==> src/hdl/tpc_pkg.sv <==
// -----------------------------------------------------------------------------
// tpc_pkg: shared types, constants and helpers for the triangle plane cull
// Holds the item structs, the register map and the Q.30 to Q16.16 rescale.
// -----------------------------------------------------------------------------
package tpc_pkg;

	localparam int CAPACITY   = 256;
	localparam int ADDR_W     = 5;
	localparam int DATA_W     = 32;
	localparam int ROUND_BIAS = 8192;
	localparam int FRAC_SHIFT = 14;

	typedef enum logic [2:0] {
		REG_CENTRE_X = 3'd0,
		REG_CENTRE_Y = 3'd1,
		REG_CENTRE_Z = 3'd2,
		REG_REACH    = 3'd3,
		REG_TOTAL    = 3'd4
	} tpc_reg_t;

	typedef struct packed {
		logic signed [31:0] x;
		logic signed [31:0] y;
		logic signed [31:0] z;
	} tpc_vec_t;

	typedef struct packed {
		logic signed [15:0] x;
		logic signed [15:0] y;
		logic signed [15:0] z;
	} tpc_nrm_t;

	typedef struct packed {
		tpc_vec_t a;
		tpc_vec_t b;
		tpc_vec_t c;
		tpc_nrm_t n;
	} tpc_tri_t;

	typedef struct packed {
		logic        accepted;
		logic [7:0]  slot;
		tpc_vec_t    e0;
		tpc_vec_t    e1;
		tpc_vec_t    e2;
		logic        query_done;
	} tpc_res_t;

	// Register contents plus a strobe that restarts the query counters.
	typedef struct packed {
		tpc_vec_t    centre;
		logic [30:0] reach;
		logic [15:0] total;
		logic        restart;
	} tpc_cfg_t;

	// Round a Q.30 value to Q16.16 (ties toward plus infinity) and saturate.
	function automatic logic signed [31:0] to_q16(input logic signed [49:0] x);
		logic signed [50:0] r;
		logic signed [36:0] q;
		r = 51'(x) + 51'(ROUND_BIAS);
		q = 37'(r >>> FRAC_SHIFT);
		if (q[36] && !(&q[35:31])) begin
			return {1'b1, 31'd0};
		end else if (!q[36] && (|q[35:31])) begin
			return {1'b0, {31{1'b1}}};
		end
		return q[31:0];
	endfunction

endpackage

==> src/hdl/tpc_apb_regs.sv <==
// -----------------------------------------------------------------------------
// tpc_apb_regs: configuration registers
// APB-style register file for centre, reach and triangle total.
// -----------------------------------------------------------------------------
module tpc_apb_regs (
	input  logic                         clk,
	input  logic                         arst_n,
	input  logic                         psel,
	input  logic                         penable,
	input  logic                         pwrite,
	input  logic [tpc_pkg::ADDR_W-1:0]   paddr,
	input  logic [tpc_pkg::DATA_W-1:0]   pwdata,
	output logic [tpc_pkg::DATA_W-1:0]   prdata,
	output logic                         pready,
	output tpc_pkg::tpc_cfg_t            cfg
);

	logic signed [31:0] centre_x_q;
	logic signed [31:0] centre_y_q;
	logic signed [31:0] centre_z_q;
	logic [30:0]        reach_q;
	logic [15:0]        total_q;
	logic               wr_en;
	logic               hit;
	logic [2:0]         idx;

	assign pready = 1'b1;
	assign wr_en  = psel && penable && pwrite;
	assign idx    = paddr[4:2];

	always_comb begin
		case (idx)
			tpc_pkg::REG_CENTRE_X, tpc_pkg::REG_CENTRE_Y, tpc_pkg::REG_CENTRE_Z,
			tpc_pkg::REG_REACH, tpc_pkg::REG_TOTAL: hit = 1'b1;
			default: hit = 1'b0;
		endcase
	end

	always_ff @(posedge clk or negedge arst_n) begin
		if (!arst_n) begin
			centre_x_q <= '0;
			centre_y_q <= '0;
			centre_z_q <= '0;
			reach_q    <= '0;
			total_q    <= 16'd1;
		end else if (wr_en) begin
			case (idx)
				tpc_pkg::REG_CENTRE_X: centre_x_q <= pwdata;
				tpc_pkg::REG_CENTRE_Y: centre_y_q <= pwdata;
				tpc_pkg::REG_CENTRE_Z: centre_z_q <= pwdata;
				tpc_pkg::REG_REACH:    reach_q    <= pwdata[30:0];
				tpc_pkg::REG_TOTAL:    total_q    <= pwdata[15:0];
				default: ;
			endcase
		end
	end

	always_comb begin
		case (idx)
			tpc_pkg::REG_CENTRE_X: prdata = centre_x_q;
			tpc_pkg::REG_CENTRE_Y: prdata = centre_y_q;
			tpc_pkg::REG_CENTRE_Z: prdata = centre_z_q;
			tpc_pkg::REG_REACH:    prdata = {1'b0, reach_q};
			tpc_pkg::REG_TOTAL:    prdata = {16'd0, total_q};
			default:               prdata = '0;
		endcase
	end

	assign cfg.centre.x = centre_x_q;
	assign cfg.centre.y = centre_y_q;
	assign cfg.centre.z = centre_z_q;
	assign cfg.reach    = reach_q;
	assign cfg.total    = total_q;
	// Any write to a defined register starts a new query.
	assign cfg.restart  = wr_en && hit;

endmodule

==> config.mk <==
export PLATFORM = sky130hd
export DESIGN_NAME = tpc_apb_regs
export DESIGN_NICKNAME = d
export VERILOG_FILES = /design/src/hdl/tpc_pkg.sv /design/src/hdl/tpc_apb_regs.sv
export SDC_FILE = /design/constraint.sdc
export NUM_CORES = 1
export LEC_CHECK = 0
export BUFFER_PORTS_ARGS = -buffer_cell sky130_fd_sc_hd__buf_2
export CORE_MARGIN = 10
export CORE_UTILIZATION = 50
export CTS_BUF_LIST = sky130_fd_sc_hd__clkbuf_8
export DETAILED_ROUTE_END_ITERATION = 10
export PLACE_DENSITY = 0.76
export SYNTH_ARGS = -nofsm -noshare
export SYNTH_HDL_FRONTEND = slang
export SYNTH_SLANG_ARGS = --single-unit
==> constraint.sdc <==
create_clock -name clk -period 1.5 [get_ports clk]
set_input_delay 0.075 -clock clk [delete_from_list [all_inputs] [get_ports clk]]
set_output_delay 0.075 -clock clk [all_outputs]
set_load 0.03 [all_outputs]
==> results.cfg, run 1 <==
[run_status]
status = complete, but fails checks
violations = setup timing

[final_layout]
fin_util_pct = 74.8
layout_commonest_cell = buf_2
drive_above_1_share_pct = 68.8
nFillCells = 843
synthToLayoutAreaGrowth_pct = 45.3
layout_common_cells = buf_2, dfrtp_1, mux2_2, buf_4, dlygate4sd3_1
finalNetCount = 824

[critical_path]
required_ns = 1.42
startpoint = reach_q[30]$_DFFE_PN0P_
reg2reg_slack_ns = 0.44
r2r_start = reach_q[30]$_DFFE_PN0P_
worstSetupPathType = reg -> out
r2r_end = reach_q[30]$_DFFE_PN0P_
r2r_cells = 3
start_kind = flip-flop
crit_arrival_ns = 1.65
cp-end-kind = output pin
path_max_fanout = 2

[yosys]
syn_area_per_cell_um2 = 15.1
yosysUniqueCellTypes = 27
seq_area_frac_synth_pct = 54.7
yosysTopAreaCell = dfrtp_1
synth_cells = 433
syn-num-nets = 475
synth-seq-cells = 143
synth.area.top_cells = dfrtp_1, mux2_2, mux4_2, mux2_4, a32oi_1
yosys_warnings = 0
syn_area_um2 = 6550
synth.top_cell.area_share_pct = 54.3

[drt]
via_per_inst = 5.56
route.detailed.drc = 0
wl_um = 21700
drtIter0Drc = 352
drt_first_pass_iters = 5
postRouteAntennaNets = 0
routedWlPerCell_um = 22.3
vias = 5397

[clock_network]
h-tree-depth = 4
clock_sinks = 143
cts_made_buffers = 17
clk_pin_slew_worst_paths_ns = 0.08
clk_path_buf_depth = 2
root_buffer = clkbuf_8
clk_latency_ns = 0.43
cts_tree = done

[power_and_ir_drop]
clkPwrFrac_pct = 21.4
switching_power_mw = 5.07
p_int_mw = 8.41
pwr-share-comb_pct = 40.2
total_power_mw = 13.5
ir_worst_vdd_v = 0.00100
power_density_nw_per_um2 = 1420
power_frac_seq_pct = 38.4
sw_frac_of_total_pct = 37.6
p_leak_nw = 4.87

[timing]
setup_slack_ns = -0.224
rsz0062_at_grt = yes
finalSetupViolCount = 31
period_share_pct = 115
finalHoldViolCount = 0
max_freq_mhz = 580
period_needed_ns = 1.72
fin_skew_ns = 0
final_max_slew_viol_count = 0

[worst_hold_path]
hold_class = in -> async

[placement]
dp_hpwl_um = 14200
portBuffers = 215
place_congestion = 0.856

[global_route]
antenna_found_initial = 2
grt_max_degree = 58
first_global_vias = 5947
grt_pass1_wl_um = 33100
grt_overflow = 0
track_usage_pct = 23.2

[floorplan]
die-width_um = 134
die_h_um = 134
core_um2 = 12700
rows = 41
start_util_pct = 51.5
io_pins = 219
dieArea_um2 = 18100

[run]
maxCapViolations = 0
==> layout make-up <==
type,instances,area (µm²),share of cell area [%]
multi-input cells,257,2860,30.0
clock inverters,13,108,1.13
diodes,3,7.51,0.0789
flip-flops and latches,143,3580,37.6
well taps,172,215,2.26
inverters,1,3.75,0.0394
repair buffers,362,2490,26.1
clock buffers,19,262,2.75
==> synthesized netlist by cell type <==
cell type  instances
buf_6             10
and4b_1            1
clkinv_1           1
clkbuf_1           7
nand3_2            1
nor3b_4            1
nor2b_1           18
conb_1             1
nand3_1            1
mux2_2           145
and2_1             2
buf_4              5
and3_1             2
mux4_2            15
o21ai_0           16
a2bb2oi_1          1
a32oi_1           15
buf_2             10
dfrtp_1          142
nand2_1            2
a22oi_1           16
and2b_1            1
nor2_1             3
mux2_1             5
dfstp_2            1
mux2i_1            1
mux2_4            10
==> state kept, by name, indices dropped and copies added (netlist names) <==
register / flops
centre_x_q: 32
centre_y_q: 32
centre_z_q: 32
reach_q: 31
total_q: 16
==> how the worst max path moves through the flow <==
stage | end | cells past startpoint | slack, ns
detailed placement | centre_y_q[22]$_DFFE_PN0P_ | 5 | -0.04
CTS | prdata[28] | 3 | -0.22
global route | prdata[30] | 3 | -0.30
global placement | centre_y_q[21]$_DFFE_PN0P_ | 5 | -0.02
finish | prdata[30] | 3 | -0.22
floorplan | prdata[10] | 6 | 0.05
==> worst max-delay path, stage by stage (launching register included) <==
cell and delay, ns:
dfrtp_1 0.41, mux4_2 0.46, nor2b_1 0.14, buf_4 0.18
==> metrics by stage <==
stage / instance area, µm² / hold WS (ns) / setup TNS (ns) / setup slack (ns) / cells
5_1_grt: 9510 / 0.109 / -6.70 / -0.301 / 969
3_5_place_dp: 7960 / 0.00334 / -0.622 / -0.0352 / 819
3_3_place_gp: 7960 / -0.00158 / -0.431 / -0.0198 / 819
2_1_floorplan: 6550 / -0.221 / 0 / 0.0472 / 433
6_report: 9520 / 0.0971 / -4.50 / -0.224 / 970
4_1_cts: 9270 / 0.0946 / -4.80 / -0.218 / 947
==> cell families (layout without fill, tap and decap cells) <==
group | Yosys count | after routing | share of synthesized area, %
flops | 143 | 143 | 54.7
buf+inv | 33 | 395 | 3.52
compound gates | 48 | 48 | 5.20
simple gates | 32 | 32 | 3.17
mux | 176 | 176 | 33.4
other cells | 1 | 4 | 0.0573
==> power groups by stage <==
stage	logic [mW]	registers [mW]	clock network, mW
2_1_floorplan	1.43	6.68	0
3_3_place_gp	4.34	5.24	0
3_5_place_dp	4.42	5.30	0
4_1_cts	5.20	5.13	2.94
5_1_grt	5.71	5.25	3.12
6_report	5.42	5.17	2.89
==> repair_timing <==
| action | 4_1_cts | 5_1_grt |
|---|---|---|
| setup endpoints to repair | 32 | 32 |
| setup buffers | 63 | 20 |
| hold endpoints to repair | 286 | 0 |
| pin swaps | 17 | 5 |
| hold buffers | 33 | 0 |
| resized for setup | 47 | 18 |
==> routing by layer <==
metal	share of wire (%)	global-route usage, %	vias to the layer above
li1	-	-	2321
met1	36	25.3	2743
met2	50	38.4	280
met3	9.8	9.00	53
met4	3.4	11.8	0
met5	0	0	-
No activity file was read; power rests on OpenSTA's default activity.
==> inputs of run 2 (changes only) <==
Settings changed: BUFFER_PORTS_ARGS -buffer_cell sky130_fd_sc_hd__buf_2 to not set, DONT_BUFFER_PORTS set to 1, PLACE_DENSITY 0.76 to 0.62.
==> run 2 against run 1 <==
  * The flow finishes with violations (hold timing, setup timing)
  * First-iteration DRC count down 25%
  * Critical path depth did not move
  * Register-to-register slack got worse by 0.12 ns
  * Global-route usage is 1.3 points lower
  * Routed wire length is 8.5% lower
  * Clock skew unchanged
  * Worst hold slack got worse by 0.78 ns
  * Core utilization shrank 6.8 points
  * Critical path type unchanged
==> results.cfg, run 2 (same netlist as run 1, synthesis figures left out) <==
[run_status]
status = complete, but fails checks
violations = hold timing, setup timing

[timing]
period_needed_ns = 1.68
rsz0062_at_grt = yes
max_freq_mhz = 596
setup_slack_ns = -0.177
relSlewSlack_pct = 44.3
timing.setup.tns_ns = -3.74
finalHoldViolCount = 143
fin_skew_ns = 0
final_max_slew_viol_count = 0
worstMarginPinSlew_ns = 0.835
finalSetupViolCount = 31
period_share_pct = 112
hold_slack_ns = -0.682

[global_route]
first_global_vias = 5040
grt_max_degree = 144
antenna_found_initial = 0
grt_overflow = 0
track_usage_pct = 21.9
grt_pass1_wl_um = 30300

[placement]
portBuffers = 0
place_congestion = 0.797
dp_hpwl_um = 13400

[drt]
route.detailed.drc = 0
routedWlPerCell_um = 24.8
via_per_inst = 5.62
postRouteAntennaNets = 0
vias = 4504
drtIter0Drc = 265
wl_um = 19800
drt_first_pass_iters = 4

[floorplan]
die-width_um = 134
dieArea_um2 = 18100
core_um2 = 12700
io_pins = 219
rows = 41
die_h_um = 134
start_util_pct = 51.5

[run]
maxCapViolations = 0

[clock_network]
clock_sinks = 143
h-tree-depth = 4
clk_latency_ns = 0.44
clk_pin_slew_worst_paths_ns = 0.07
cts_tree = done
cts_made_buffers = 17
root_buffer = clkbuf_8
cts_hold_buf = 35
clk_path_buf_depth = 2

[worst_hold_path]
hold_class = in -> async

[final_layout]
layout_commonest_cell = buf_4
antenna_cells = 0
largest_registers = centre_x_q: 32 flops, centre_y_q: 32 flops, centre_z_q: 32 flops
synthToLayoutAreaGrowth_pct = 32.1
layout_common_cells = buf_4, dfrtp_1, mux2_2, dlygate4sd3_1
drive_above_1_share_pct = 59.6
finalNetCount = 658

[critical_path]
crit_arrival_ns = 1.60
cp_slowest_cell = mux4_2
start_kind = flip-flop
path_max_fanout = 2
crit_family = multiplexers
critical_path_buf_inv_count = 1
worstSetupPathType = reg -> out
slowest_delay_ns = 0.46
cp-end-kind = output pin
required_ns = 1.42
crit_chain = mux4_2 > nor2b_1 > buf_4

[power_and_ir_drop]
total_power_mw = 12.8
p_leak_nw = 4.11
power_density_nw_per_um2 = 1470
ir_worst_vdd_v = 0.00108
run 2: changes by cell type in the layout (fill, tap and decap cells not counted), moves of 4 or more:
cell	change
buf_12	-4
buf_6	-6
buf_2	-182
buf_4	+24
mux2_4	+5
mux2_2	-5
run 2: report_power, final:
group | internal [mW] | switching [mW]
Sequential | 4.60 | 1.03
Combinational | 1.92 | 2.28
Clock | 1.51 | 1.40
Total | 8.04 | 4.71
run 2: final cells by class:
class	count	area, µm²
repair buffers	196	1630
well taps	172	215
clock inverters	13	109
clock buffers	19	262
inverters	1	3.75
multi-input cells	257	2850
flip-flops and latches	143	3580
fillers	949	4070
run 2: what timing repair did:
action                                  4_1_cts  5_1_grt
pin swaps                                    18        3
buffers inserted                              5       12
gates resized for setup                      20        9
endpoints found under the setup margin       32       32
hold endpoints to repair                    286      143
run 2: worst reg2reg max path, delay by kind of cell (launching register included):
kind | cells | cell delay [ns]
mux | 1 | 0.27
buf+inv | 3 | 0.42
flops | 1 | 0.38
run 2: metal layers:
| layer | vias to the layer above | wire length, µm | global-route usage [%] |
|---|---|---|---|
| met5 | - | 0 | 0 |
| met4 | 0 | 422 | 7.86 |
| met3 | 27 | 2090 | 10.2 |
| met2 | 180 | 10100 | 36.8 |
| met1 | 2296 | 7210 | 23.6 |
| li1 | 2001 | - | - |
run 2: final timing paths:
kind	from	end	cells after the start	slack, ns
worst max register to register	centre_z_q[14]$_DFFE_PN0P_	centre_z_q[14]$_DFFE_PN0P_	4	0.32
worst min register to register	centre_z_q[4]$_DFFE_PN0P_	centre_z_q[4]$_DFFE_PN0P_	2	0.69
worst max-delay path	reach_q[26]$_DFFE_PN0P_	prdata[26]	3	-0.18
worst min-delay path	arst_n	centre_x_q[23]$_DFFE_PN0P_	0	-0.68
max in group asynchronous	arst_n	total_q[0]$_DFFE_PN1P_	0	1.92
min in group clk	penable	total_q[12]$_DFFE_PN0P_	3	0.05
run 2: per-stage QoR:
| step | setup WS (ns) | utilization [%] | cell area (µm²) | instances | hold slack [ns] |
|---|---|---|---|---|---|
| 2_1_floorplan | 0.0472 | - | 6550 | 433 | -0.221 |
| 3_3_place_gp | 0.137 | 60.3 | 7670 | 717 | -0.215 |
| 3_5_place_dp | 0.0783 | 60.3 | 7670 | 717 | -0.216 |
| 4_1_cts | -0.200 | 66.9 | 8520 | 789 | -0.711 |
| 5_1_grt | -0.243 | 68.0 | 8650 | 801 | -0.713 |
| 6_report | -0.177 | 68.0 | 8650 | 801 | -0.682 |
